<file path="config.mk">
export PLATFORM = sky130hd
export DESIGN_NAME = bba_fifo
export DESIGN_NICKNAME = d
export VERILOG_FILES = /design/src/rtl/bba_pkg.sv /design/src/rtl/bba_fifo.sv
export SDC_FILE = /design/constraint.sdc
export NUM_CORES = 1
export LEC_CHECK = 0
export ABC_CLOCK_PERIOD_IN_PS = 3100
export BUFFER_PORTS_ARGS = -buffer_cell sky130_fd_sc_hd__buf_2
export CAP_MARGIN = 10
export CORE_MARGIN = 2
export CORE_UTILIZATION = 54
export CTS_CLUSTER_SIZE = 40
export DETAILED_ROUTE_END_ITERATION = 10
export GPL_TIMING_DRIVEN = 0
export PLACE_DENSITY = 0.81
export SLEW_MARGIN = 0
export SYNTH_ARGS = -nofsm -noshare
export SYNTH_HDL_FRONTEND = slang
export SYNTH_SLANG_ARGS = --single-unit
</file>
<file path="constraint.sdc">
create_clock -name clk -period 3.1 [get_ports clk]
set_input_delay 0.465 -clock clk [delete_from_list [all_inputs] [get_ports clk]]
set_output_delay 0.465 -clock clk [all_outputs]
set_load 0.005 [all_outputs]
</file>
<file path="src/rtl/bba_pkg.sv">
// shared constants, types and codes of the bitmap block allocator
`default_nettype none

package bba_pkg;

  // bitmap geometry
  localparam int unsigned BITMAP_BITS = 32768;
  localparam int unsigned WORD_W      = 64;
  localparam int unsigned BIT_W       = $clog2(WORD_W);
  localparam int unsigned MAP_WORDS   = (BITMAP_BITS + WORD_W - 1) / WORD_W;
  localparam int unsigned WADDR_W     = (MAP_WORDS > 1) ? $clog2(MAP_WORDS) : 1;
  localparam int unsigned HINT_W      = $clog2(MAP_WORDS + 1);
  localparam int unsigned IDX_W       = WADDR_W + BIT_W;

  // field widths
  localparam int unsigned ADDR_W   = 28;
  localparam int unsigned TOTAL_W  = 16;
  localparam int unsigned STATUS_W = 2;
  localparam int unsigned CMP_W    = 32;

  // command queue between front and back
  localparam int unsigned QUEUE_DEPTH = 2;
  localparam int unsigned QPTR_W      = (QUEUE_DEPTH > 1) ? $clog2(QUEUE_DEPTH) : 1;
  localparam int unsigned QCNT_W      = $clog2(QUEUE_DEPTH + 1);

  typedef logic [WORD_W-1:0]   word_t;
  typedef logic [WADDR_W-1:0]  waddr_t;
  typedef logic [HINT_W-1:0]   hint_t;
  typedef logic [IDX_W-1:0]    idx_t;
  typedef logic [BIT_W-1:0]    bitpos_t;
  typedef logic [ADDR_W-1:0]   addr_t;
  typedef logic [TOTAL_W-1:0]  lim_t;
  typedef logic [STATUS_W-1:0] status_t;
  typedef logic [1:0]          op_t;
  typedef logic [QPTR_W-1:0]   qptr_t;
  typedef logic [QCNT_W-1:0]   qcnt_t;

  // configuration register indexes
  localparam logic CFG_TOTAL = 1'b0;
  localparam logic CFG_BASE  = 1'b1;

  localparam lim_t  TOTAL_RESET = 16'd32768;
  localparam addr_t BASE_RESET  = '0;

  // request types
  localparam logic REQ_ALLOC = 1'b0;
  localparam logic REQ_FREE  = 1'b1;

  // result status codes
  localparam status_t ST_OK    = 2'd0;
  localparam status_t ST_FULL  = 2'd1;
  localparam status_t ST_RANGE = 2'd2;

  // classified commands
  localparam op_t OP_ALLOC = 2'd0;
  localparam op_t OP_FREE  = 2'd1;
  localparam op_t OP_RANGE = 2'd2;

  typedef struct packed {
    op_t  op;
    idx_t idx;
  } cmd_t;

  // live configuration as seen by the back end
  typedef struct packed {
    lim_t  lim;
    addr_t base;
  } cfg_view_t;

endpackage

`default_nettype wire

</file>
<file path="src/rtl/bba_fifo.sv">
// short command queue between the front and back ends
`default_nettype none

module bba_fifo (
  input  wire logic          clk,
  input  wire logic          rst_n,
  input  wire logic          push,
  input  wire bba_pkg::cmd_t din,
  output logic               full,
  input  wire logic          pop,
  output bba_pkg::cmd_t      dout,
  output logic               empty
);

  bba_pkg::cmd_t  ent_r [bba_pkg::QUEUE_DEPTH];
  bba_pkg::qptr_t wr_ptr_r, wr_ptr_nxt;
  bba_pkg::qptr_t rd_ptr_r, rd_ptr_nxt;
  bba_pkg::qcnt_t cnt_r, cnt_nxt;
  logic           do_push, do_pop;

  assign full    = (cnt_r == bba_pkg::qcnt_t'(bba_pkg::QUEUE_DEPTH));
  assign empty   = (cnt_r == '0);
  assign do_push = push && !full;
  assign do_pop  = pop && !empty;
  assign dout    = ent_r[rd_ptr_r];

  always_comb begin
    wr_ptr_nxt = wr_ptr_r;
    rd_ptr_nxt = rd_ptr_r;
    cnt_nxt    = cnt_r;
    if (do_push) begin
      wr_ptr_nxt = (wr_ptr_r == bba_pkg::qptr_t'(bba_pkg::QUEUE_DEPTH - 1)) ?
                   '0 : wr_ptr_r + 1'b1;
    end
    if (do_pop) begin
      rd_ptr_nxt = (rd_ptr_r == bba_pkg::qptr_t'(bba_pkg::QUEUE_DEPTH - 1)) ?
                   '0 : rd_ptr_r + 1'b1;
    end
    if (do_push && !do_pop) begin
      cnt_nxt = cnt_r + 1'b1;
    end else if (do_pop && !do_push) begin
      cnt_nxt = cnt_r - 1'b1;
    end
  end

  always_ff @(posedge clk) begin
    if (!rst_n) begin
      wr_ptr_r <= '0;
      rd_ptr_r <= '0;
      cnt_r    <= '0;
    end else begin
      wr_ptr_r <= wr_ptr_nxt;
      rd_ptr_r <= rd_ptr_nxt;
      cnt_r    <= cnt_nxt;
    end
  end

  always_ff @(posedge clk) begin
    if (do_push) begin
      ent_r[wr_ptr_r] <= din;
    end
  end

endmodule

`default_nettype wire

</file>
# Word-level counts from Yosys, hierarchy flattened

Memories as Yosys holds them, arrays and structs flattened. A register that Yosys moved wholly into a read port is not among the register bits.
Cells that the tools add are included.
Widths: inputs -> output; s select.

Register bits: 4
Bits in writable memories: 34
Output and inout bits: 19
Memories: 1

Memory list:

| name  | words | bits a word | read ports | clocked after memory_dff | write ports | line           | RTL |
|---|---|---|---|---|---|---|---|
| ent_r | 2     | 17          | 1          | 1                        | 1           | bba_fifo.sv:15 | `bba_pkg::cmd_t ent_r [bba_pkg::QUEUE_DEPTH];` |

$add $sub $neg: 4
Equal/unequal tests: 1
Multiplexer cells: 8
Reductions and logical operators: 10

Operators by type and width:

| cell                | count |
|---|---|
| $mux 1              | 6 |
| $logic_and 1x1->1   | 4 |
| $logic_not 1->1     | 4 |
| $mux 2              | 2 |
| $add 1x1->1 const B | 2 |
| $add 2x1->2 const B | 1 |
| $eq 2x2->1 const B  | 1 |
| $logic_not 2->1     | 1 |
| $reduce_bool 2->1   | 1 |
| $sub 2x1->2 const B | 1 |

# Logic depth before layout (Yosys ltp)

Depth in word-level cells: 7
Gate-level depth with buffers: 7
Gate-level depth less buffers: 7

# Worst setup path after synthesis

No wires, ideal clock.

Path type: reg2reg
Start point: register cnt_r[0]
End point: memory ent_r[0][0] (netlist bit) (enable)
Data arrival time: 1.319 ns
Data required time: 2.710 ns
Slack: 1.391 ns
Stages on the path, launching flop included: 4
Clock period less this slack: 1.709 ns
Path through: dfxtp_1 -> nand2b_1 -> inv_2 -> nor3_2

Word-level cells in the longest chain between the ends: 5

Ends and longest elaborated chain:

| what                         | line           | RTL |
|---|---|---|
| start: declaration           | bba_fifo.sv:18 | `bba_pkg::qcnt_t cnt_r, cnt_nxt;` |
| start signal: assignment     | bba_fifo.sv:54 | `cnt_r <= cnt_nxt;` |
| $eq 2x2->1                   | bba_fifo.sv:21 | `assign full = (cnt_r == bba_pkg::qcnt_t'(bba_pkg::QUEUE_DEPTH));` |
| net full                     | bba_fifo.sv:9  | `output logic full,` |
| $logic_not 1->1              | bba_fifo.sv:23 | `assign do_push = push && !full;` |
| $logic_and 1x1->1            | bba_fifo.sv:23 |  |
| $mux 1                       | bba_fifo.sv:59 | `if (do_push) begin` |
| $mux 1 (implied by the code) | bba_fifo.sv:60 | `ent_r[wr_ptr_r] <= din;` |
| end: declaration             | bba_fifo.sv:15 |  |

The timed path passes the listed nets, and every way through them passes these cells.

==> impl_results.md <==
* Status: finished clean
* Worst skew pair latency at 330 ps
* Largest stage delay on the critical path at 350 ps
* Largest net degree at the start of global routing at 18
* CTS Buf Count at 5
* CTS tree: yes
* Critical Path, Cell by Cell: buf_2 > buf_4 > mux2_2 > buf_2
* Tightest Pin Transition at 958 ps
* Setup TNS at 0 ps
* Most common cell after layout, fill and taps aside: buf_2
* Most used cell, CP: buf_2
* Register area share after synthesis at 0.768
* Die area at 0.00313 mm²
* GPL Wtd Cong at 0.706
* Max cap viols at 0
* Post-cts gate resize count at 0
* Syn Area/Cell at 18.7 µm²
* WL/cell at 14.3 µm
* WHS at 313 ps
* Kind of critical path: flip-flop to primary output
* Final min period at 2030 ps
* Root Driver: clkbuf_4
* RSZ-0062 raised after global routing: no
* Slew Limit Fails at 0
* Io pins at 40
* DRT Pass-1 Iters at 4
* FF+latch count, synth at 39
* Skew final at 7.99 ps
* Max frequency at 492 MHz
* Die Width at 56.0 µm
* P_leak at 0.681 nW
* Terminus of the critical flop-to-flop path: ent_r[0][4]
* VDD IR max at 0.571 mV
* Setup Viol. Count Final at 0
* Design Power at 1.31 mW
* Max FO, Critical Path at 10
* Post-CTS Setup Bufs at 0
* Reg2reg setup slack at 1190 ps
* Cell Area, Synth at 0.00146 mm²
* Register-to-Register Path Depth at 4
* Number of synthesis warnings at 0
* CP Launch Type: flip-flop
* Post-DP HPWL at 1600 µm
* Critical-path top delay cell: mux2_2
* Worst-case clock buffer depth at 2
* Non-filler instance count after layout at 156
* Initial antenna violation count at 0
* Worst-path clk slew at 110 ps
* Layout cells sized above 1 at 0.532
* Top-area cell type share of the netlist area at 0.700
* PwrDens at 747 mW/mm²
* Post-synth top area cell: edfxtp_1
* Final hold viol count at 0
* I/O Buffers at 39
* Sink Count at 39
* Initial DRC count at 7
* Reg2reg start: cnt_r[0]
* Util after Layout at 0.695
* Fillers at 179
* Vias/cell at 5.09
* Most frequent cells in the layout: buf_2 (40), edfxtp_1 (34), mux2_2 (17), dfxtp_1 (5), clkbuf_4 (5)
* Initial Util at 0.578
* Layout area overhead at 20.2%
* DRC violations left at 0
* Crit path arrival time at 1570 ps
* Overflow after GRT at 0
* Antenna diode instance count at 0
* First-pass GRT wire length at 3460 µm
* Synth cell types at 21
* Vias in the first global route at 749
* Routed Wire Length at 2230 µm
* Via count at 794
* CP Data Required Time at 2630 ps
* Core ar. at 0.00252 mm²
* Worst min path class: primary input to flip-flop
* Cell row count at 18
* Period utilization at 0.656
* Critical Path Sink Type: primary output
* Max_slew headroom at 0.358
* DRT antenna net count at 0
* Final net count at 147
* Die Ht at 56.0 µm
* Top post-synthesis cells by area: edfxtp_1 (70%), mux2_2 (13%), dfxtp_1 (6.9%)
* Cells after synthesis at 78
* H-tree levels at 2
* Post-synth net total at 100
* GRT Overall Usage at 0.154
* Placed cells at 148
* Crit path capture: dout[4]
* # hold bufs at CTS at 0
## where the power goes
group | switching (mW) | total [mW] | leakage, nW | internal [mW]
combinational | 0.173 | 0.376 | 0.293 | 0.203
clock | 0.148 | 0.237 | 0.0293 | 0.0884
sequential | 0.0317 | 0.696 | 0.359 | 0.664
## Yosys cell counts
| cell | instances |
|---|---|
| or3_1 | 1 |
| o21a_1 | 1 |
| nor2_1 | 2 |
| dfxtp_1 | 5 |
| and2_1 | 3 |
| ha_1 | 1 |
| o21ai_0 | 1 |
| inv_1 | 1 |
| buf_2 | 1 |
| o21ai_1 | 1 |
| nand2b_1 | 1 |
| xnor2_1 | 2 |
| xor2_1 | 1 |
| a21boi_0 | 1 |
| and3_1 | 1 |
| nor3_2 | 1 |
| a21boi_1 | 1 |
| edfxtp_1 | 34 |
| buf_4 | 1 |
| inv_2 | 1 |
| mux2_2 | 17 |
## stage by stage
step	area, µm²	setup slack, ps
after floorplan	1460	1390
after detailed placement	1700	1140
final	1750	1070
after CTS	1750	1040
after global routing	1750	953
after global placement	1690	992
## worst min path at each step
| stage | startpoint | end | slack [ps] | depth (start not counted) |
|---|---|---|---|---|
| 2_1_floorplan | cnt_r[1] | cnt_r[1] | 480 | 2 |
| 3_3_place_gp | cnt_r[1] | cnt_r[1] | 500 | 2 |
| 3_5_place_dp | cnt_r[1] | cnt_r[1] | 520 | 2 |
| 4_1_cts | din[8] | ent_r[0][8] | 300 | 1 |
| 5_1_grt | din[8] | ent_r[0][8] | 290 | 1 |
| 6_report | din[13] | ent_r[0][13] | 310 | 1 |
## cell families after synthesis
group	synth area share
flip-flops	0.768
multiplexers	0.131
AND/OR/NAND/NOR	0.0377
AO/OA/AOI/OAI	0.0223
buffers and inverters	0.0137
XOR/XNOR	0.0180
adder cells (fa/ha/maj)	0.00857
## metal layers
layer	share of wire	global-route usage
met4	0.0045	0.0714
met2	0.56	0.261
met1	0.38	0.164
met3	0.057	0.0674
met5	0	0
## state kept, by name, summed over array words and instances, names as in the netlist, named ones only
register	flops
cnt_r	2
ent_r	34
rd_ptr_r	1
wr_ptr_r	1
## cell type report
cell class                      count  area (µm²)  share of cell area
Timing Repair Buffer               40         206               0.118
Sequential cell                    39        1120               0.640
Buffer                              2        12.5             0.00714
Inverter                            2        7.51             0.00428
Tap cell                           30        37.5              0.0214
Clock inverter                      1        5.00             0.00286
Clock buffer                        7        45.0              0.0257
Multi-Input combinational cell     35         318               0.181
## worst max-delay path, delay by kind of cell (launching register included)
family	cells	cell delay, ps
buffers and inverters	3	550
DFF	1	330
muxes	1	350
Power figures use the tool's default switching activity.
