### config.mk
export PLATFORM = sky130hd
export DESIGN_NAME = bba_front
export DESIGN_NICKNAME = d
export VERILOG_FILES = /design/src/rtl/bba_pkg.sv /design/src/rtl/bba_front.sv
export SDC_FILE = /design/constraint.sdc
export NUM_CORES = 1
export LEC_CHECK = 0
export ABC_AREA = 1
export BUFFER_PORTS_ARGS = -buffer_cell sky130_fd_sc_hd__buf_2
export CORE_MARGIN = 2
export CORE_UTILIZATION = 40
export CTS_BUF_LIST = sky130_fd_sc_hd__clkbuf_8 sky130_fd_sc_hd__clkbuf_16
export DETAILED_ROUTE_END_ITERATION = 7
export GPL_ROUTABILITY_DRIVEN = 0
export PLACE_DENSITY_LB_ADDON = 0.3
export SLEW_MARGIN = 15
export SYNTH_ARGS = -nofsm -noshare
export SYNTH_HDL_FRONTEND = slang
export SYNTH_SLANG_ARGS = --single-unit
### constraint.sdc
create_clock -name clk -period 3.2 [get_ports clk]
set_clock_uncertainty 0.05 [all_clocks]
set_input_delay 0.32 -clock clk [delete_from_list [all_inputs] [get_ports clk]]
set_output_delay 0.32 -clock clk [all_outputs]
set_load 0.02 [all_outputs]
### src/rtl/bba_pkg.sv
// shared constants, types and codes of the bitmap block allocator
`default_nettype none

package bba_pkg;

  // bitmap geometry
  localparam int unsigned BITMAP_BITS = 32768;
  localparam int unsigned WORD_W      = 64;
  localparam int unsigned BIT_W       = $clog2(WORD_W);
  localparam int unsigned MAP_WORDS   = (BITMAP_BITS + WORD_W - 1) / WORD_W;
  localparam int unsigned WADDR_W     = (MAP_WORDS > 1) ? $clog2(MAP_WORDS) : 1;
  localparam int unsigned HINT_W      = $clog2(MAP_WORDS + 1);
  localparam int unsigned IDX_W       = WADDR_W + BIT_W;

  // field widths
  localparam int unsigned ADDR_W   = 28;
  localparam int unsigned TOTAL_W  = 16;
  localparam int unsigned STATUS_W = 2;
  localparam int unsigned CMP_W    = 32;

  // command queue between front and back
  localparam int unsigned QUEUE_DEPTH = 2;
  localparam int unsigned QPTR_W      = (QUEUE_DEPTH > 1) ? $clog2(QUEUE_DEPTH) : 1;
  localparam int unsigned QCNT_W      = $clog2(QUEUE_DEPTH + 1);

  typedef logic [WORD_W-1:0]   word_t;
  typedef logic [WADDR_W-1:0]  waddr_t;
  typedef logic [HINT_W-1:0]   hint_t;
  typedef logic [IDX_W-1:0]    idx_t;
  typedef logic [BIT_W-1:0]    bitpos_t;
  typedef logic [ADDR_W-1:0]   addr_t;
  typedef logic [TOTAL_W-1:0]  lim_t;
  typedef logic [STATUS_W-1:0] status_t;
  typedef logic [1:0]          op_t;
  typedef logic [QPTR_W-1:0]   qptr_t;
  typedef logic [QCNT_W-1:0]   qcnt_t;

  // configuration register indexes
  localparam logic CFG_TOTAL = 1'b0;
  localparam logic CFG_BASE  = 1'b1;

  localparam lim_t  TOTAL_RESET = 16'd32768;
  localparam addr_t BASE_RESET  = '0;

  // request types
  localparam logic REQ_ALLOC = 1'b0;
  localparam logic REQ_FREE  = 1'b1;

  // result status codes
  localparam status_t ST_OK    = 2'd0;
  localparam status_t ST_FULL  = 2'd1;
  localparam status_t ST_RANGE = 2'd2;

  // classified commands
  localparam op_t OP_ALLOC = 2'd0;
  localparam op_t OP_FREE  = 2'd1;
  localparam op_t OP_RANGE = 2'd2;

  typedef struct packed {
    op_t  op;
    idx_t idx;
  } cmd_t;

  // live configuration as seen by the back end
  typedef struct packed {
    lim_t  lim;
    addr_t base;
  } cfg_view_t;

endpackage

`default_nettype wire

### src/rtl/bba_front.sv
// front end: configuration registers, request acceptance and range check
`default_nettype none

module bba_front (
  input  wire logic                   clk,
  input  wire logic                   rst_n,
  input  wire logic                   cfg_valid,
  output logic                        cfg_ready,
  input  wire logic                   cfg_index,
  input  wire bba_pkg::addr_t         cfg_wdata,
  input  wire logic                   start,
  output logic                        busy,
  input  wire logic                   in_req_type,
  input  wire bba_pkg::addr_t         in_free_addr,
  input  wire logic                   clearing,
  input  wire logic                   q_full,
  output logic                        q_push,
  output bba_pkg::cmd_t               q_cmd,
  output bba_pkg::cfg_view_t          cfg_view
);

  bba_pkg::lim_t  total_r, total_nxt;
  bba_pkg::addr_t base_r, base_nxt;
  bba_pkg::lim_t  lim;
  bba_pkg::addr_t diff;
  logic           in_range;

  assign cfg_ready = 1'b1;

  always_comb begin
    total_nxt = total_r;
    base_nxt  = base_r;
    if (cfg_valid && cfg_ready) begin
      case (cfg_index)
        bba_pkg::CFG_TOTAL: total_nxt = cfg_wdata[bba_pkg::TOTAL_W-1:0];
        bba_pkg::CFG_BASE:  base_nxt  = cfg_wdata;
        default: ;
      endcase
    end
  end

  always_ff @(posedge clk) begin
    if (!rst_n) begin
      total_r <= bba_pkg::TOTAL_RESET;
      base_r  <= bba_pkg::BASE_RESET;
    end else begin
      total_r <= total_nxt;
      base_r  <= base_nxt;
    end
  end

  // usable limit never exceeds the bitmap size
  assign lim = (bba_pkg::CMP_W'(total_r) > bba_pkg::CMP_W'(bba_pkg::BITMAP_BITS)) ?
               bba_pkg::lim_t'(bba_pkg::BITMAP_BITS) : total_r;

  assign cfg_view.lim  = lim;
  assign cfg_view.base = base_r;

  assign diff     = in_free_addr - base_r;
  assign in_range = (in_free_addr >= base_r) &&
                    (bba_pkg::CMP_W'(diff) < bba_pkg::CMP_W'(lim));

  assign busy   = clearing || q_full;
  assign q_push = start && !busy;

  always_comb begin
    q_cmd.idx = diff[bba_pkg::IDX_W-1:0];
    if (in_req_type == bba_pkg::REQ_ALLOC) begin
      q_cmd.op = bba_pkg::OP_ALLOC;
    end else if (in_range) begin
      q_cmd.op = bba_pkg::OP_FREE;
    end else begin
      q_cmd.op = bba_pkg::OP_RANGE;
    end
  end

endmodule

`default_nettype wire

### Yosys cells after proc, flatten, opt, wreduce, memory -nomap -nowiden

Index checks and enable logic that the tools add are counted.

* bits of input ports: 64
* logic and storage cells: 16
* register bits: 44
* output and inout bits: 64

* magnitude comparators: 3
* reduce and logical (&&, ||, !) cells: 6
* multiplexer cells: 3
* add/subtract/negate cells: 1
* bitwise operators: 1

Operator list (number)
* greater-or-equal comparator 28 bit: 1
* < comparator 28 x 16 -> 1 bit: 1
* subtractor 28 bit: 1
* > comparator 16 bit (second input constant): 1
* two-way mux 16 bit: 1
* two-way mux 2 bit: 2
* AND reduction 2 bit: 2
* logical AND 1 bit: 2
* zero test 1 bit: 1
* logical OR 1 bit: 1
* NOT 1 bit: 1

### Longest topological paths before layout

* depth after elaboration: 6
* mapped depth: 23
* mapped depth without buffers: 23

### Worst setup path after synthesis

OpenSTA, ideal clock, no wires.

* path type: register to output
* start point: reg base_r[2]
* end point: out q_cmd[15] in the netlist's numbering
* cell stages (with the launch flop): 21
* path buffers: 0
* required time: 2.830 ns
* data arrival time: 3.207 ns
* path slack: -0.377 ns
* cells stage by stage: dfxtp_1 > inv_1 > ha_1 > nand2_1 > nand3_1 > nand2_1 > nand2_1 > a31oi_1 > xnor2_1 > ha_1 > a21oi_1 > nor2_1 > a211oi_1 > nand2_1 > nor2_2 > nand2_1 > nor2_1 > nand2_1 > nor2_2 > nand3_1 > nor2_1

RTL lines
* start: declaration: RTL line bba_front.sv:23 `bba_pkg::addr_t base_r, base_nxt;`
* start signal: assignment: RTL line bba_front.sv:45 `base_r <= bba_pkg::BASE_RESET;`
* start signal: assignment: RTL line bba_front.sv:48 `base_r <= base_nxt;`
* end: declaration: RTL line bba_front.sv:18 `output bba_pkg::cmd_t q_cmd,`

==> reports/metrics.cfg <==
[floorplanning]
core-area_sq_um = 10700
fp.dieW_microns = 109
fp.dieH_microns = 109
pin_count = 128
initial_core_util = 0.407
dieArea_sq_um = 11800
num_rows = 38

[critical_path]
critPathSlowestCell = dfxtp_4
worst-path-max-fanout = 3
cp_top_family = simple AND/OR/NAND/NOR gates
reg2reg_slack_ns = 2.38
r2r.worst_path.cells = 3
cpMostUsedCell = nand2_1
cp.required_ns = 2.83
start_kind = flop
critical-path-max-stage-delay_ns = 0.39
cp_num_buf_inv = 3
arrival_ns = 3.18
timing.rr.start = base_r[3]
endpoint_kind = primary output
r2r_end = base_r[3]
crit_chain = ha_4, inv_2, fa_2, nand2_2, nand2_4, nand3_4, nand2_4, a21oi_4, xnor2_2, ha_1, nand2_2, nor2_1, a211oi_2, nand2_1, nor2_2, nand2_1, nor2_2, nand2_1, nor2_1, nand3_1, nand2_1, inv_1, buf_6
worstSetupPathType = flop to primary output

[run_status]
violations = negative setup slack
status = complete, but fails checks

[sta]
finalMaxSlewViolations = 0
finalCritPeriodShare = 1.11
tightest_slew_ns = 0.629
layout_setup_ws_ns = -0.352
hold_viol = 0
max_freq_ghz = 0.282
fin_crit_ns = 3.55
setup_viol = 2
rsz0062_at_grt = yes
slew_headroom = 0.581

[clock_network]
cts_buffers = 5
clk_pin_slew_ns = 0.09
clockBufferDepth = 2
h-tree-depth = 2
cts-root-buf = clkbuf_8
cts_tree = built
insertion_delay_ns = 0.30
clock_sinks = 44

[final_layout]
num_antenna_cells = 0
final_core_util = 0.596
final_nets = 1082
syn_to_final_growth_pct = 46.5
n_fill_cell = 1083
drive_gt1_frac = 0.353
instances_no_fill = 1115

[hold_path]
hold_start = cfg_wdata[8]
hold_depth = 3
hold_path.class = input pin to flop
hold_path_end = total_r[8]

[logic_synthesis]
ys.flop_type = dfxtp_1
syn_inst = 760
yosysTopAreaCell = dfxtp_1
synthTopCellsByArea = dfxtp_1 (20%), nand2_1 (20%), inv_1 (13%)
syn_area_per_cell_sq_um = 5.75
yosysUniqueCellTypes = 36
synth_area_sq_um = 4370
synth-seq-area-share = 0.201
yosysWarnings = 0
synthTopCellsByCount = nand2_1 (229), inv_1 (154), nor2_1 (81)
syn_nets = 868
synth-edff-count = 0
yosysMostFrequentCell = nand2_1
synth-async-reset-ratio = 0
yosys.area.top_type_share = 0.201
ys_seq_elements = 44

[detailed_routing]
vias = 5263
drt-initial-drc-count = 243
ant_nets = 0
drt-total-wl_microns = 14700
drt-pass1-iter-count = 5
drcViolationCount = 0
vias_per_cell = 4.72
routedWlPerCell_microns = 13.2

[pwr]
p_seq_frac = 0.247
switching_share = 0.411
finalPower_uw = 2470
p_switching_uw = 1020
p_int_uw = 1450
leakage_uw = 0.00363
p_comb_frac = 0.569
p_per_area_nw_per_um2 = 385
clockPowerShare = 0.183
ir_drop_mv = 0.268

[place]
io_buffers = 126
place_ws_ns = -0.255
dpl.hpwl_microns = 11900
dp.cells = 1098

[global_routing]
grt_use_total = 0.242
overflow = 0
grt_antenna_before_repair = 0
grt_pass1_wl_microns = 22100
grt_pass1_vias = 4659
grt_max_degree = 56

[job]
drv_cap = 0

==> repair_timing <==
action	CTS	global route
hold buffers	0	0
endpoints found under the setup margin	2	2
pin swaps	3	4
gates resized for setup	32	37
setup buffers	4	5
==> sequential cells by signal, indices dropped and copies added (netlist names) <==
name / count
base_r: 28
total_r: 16
==> per-layer routing <==
| metal | vias up | part of all wire | track usage | routed length (microns) |
|---|---|---|---|---|
| li1 | 2769 | - | - | - |
| met1 | 2326 | 0.47 | 0.343 | 6960 |
| met2 | 149 | 0.45 | 0.374 | 6570 |
| met3 | 19 | 0.054 | 0.0325 | 798 |
| met4 | 0 | 0.024 | 0.0833 | 351 |
| met5 | - | 0 | 0 | 0 |
==> cell families after synthesis <==
| family | Yosys count | share of synthesized area |
|---|---|---|
| AND/OR/NAND/NOR | 380 | 0.367 |
| flip-flops | 44 | 0.201 |
| AO/OA/AOI/OAI | 107 | 0.128 |
| adder cells (fa/ha/maj) | 44 | 0.128 |
| buffers and inverters | 170 | 0.147 |
| other | 1 | 0.000858 |
| XOR/XNOR | 14 | 0.0280 |
==> stage by stage <==
step	cell area, sq um	setup TNS, ns	hold slack [ns]
6_report	6400	-0.695	0.200
5_1_grt	6400	-1.11	0.188
4_1_cts	6220	-0.595	0.197
3_5_place_dp	5920	-0.476	0.419
3_3_place_gp	5920	-0.391	0.414
2_1_floorplan	4530	0	0.398
==> power groups by stage <==
stage                     registers, uW  clock network, uW  logic [uW]
final                               610                453        1400
after global routing                614                490        1540
after CTS                           607                461        1320
after detailed placement            619                  0        1250
after global placement              618                  0        1240
after floorplan                     645                  0         728
==> how the worst max path moves through the flow <==
stage,startpoint,to,slack [ns],cells after the start
final,base_r[0],q_cmd[16],-0.35,23
after global routing,base_r[0],q_cmd[16],-0.59,23
after CTS,base_r[0],q_cmd[15],-0.31,22
after detailed placement,in_free_addr[0],q_cmd[15],-0.26,24
after global placement,in_free_addr[0],q_cmd[15],-0.22,24
after floorplan,base_r[0],q_cmd[15],0.02,21
==> final cells by class <==
cell class | instances | area [sq um] | share of cell area
inverter | 156 | 598 | 0.0934
timing repair buffer | 221 | 1360 | 0.212
tap | 140 | 175 | 0.0274
sequential | 44 | 903 | 0.141
multi-input combinational | 546 | 3250 | 0.507
clock inverter | 2 | 38.8 | 0.00606
clock buffer | 6 | 82.6 | 0.0129
==> cell usage in the layout (no fill, tap or decap), drive strengths merged, types with 2 or more instances in the layout <==
| cell type | Yosys | final |
|---|---|---|
| a21oi | 55 | 55 |
| ha | 43 | 43 |
| xor2 | 10 | 10 |
| buf | 1 | 221 |
| inv | 155 | 155 |
| nand3 | 30 | 30 |
| nor2 | 93 | 93 |
| nand4 | 7 | 7 |
| o21ai | 44 | 44 |
| xnor2 | 4 | 4 |
| or2 | 2 | 2 |
| dfxtp | 44 | 44 |
| clkbuf | 13 | 6 |
| nor3 | 4 | 4 |
| nand2 | 240 | 240 |
| clkinv | 1 | 2 |
| a31oi | 2 | 2 |
| and2 | 2 | 2 |
==> worst min-delay path, stage by stage <==
cell,delay [ns]
buf_2,0.09
nor2_1,0.04
nor2_1,0.08
No activity file was read; power rests on OpenSTA's default activity.
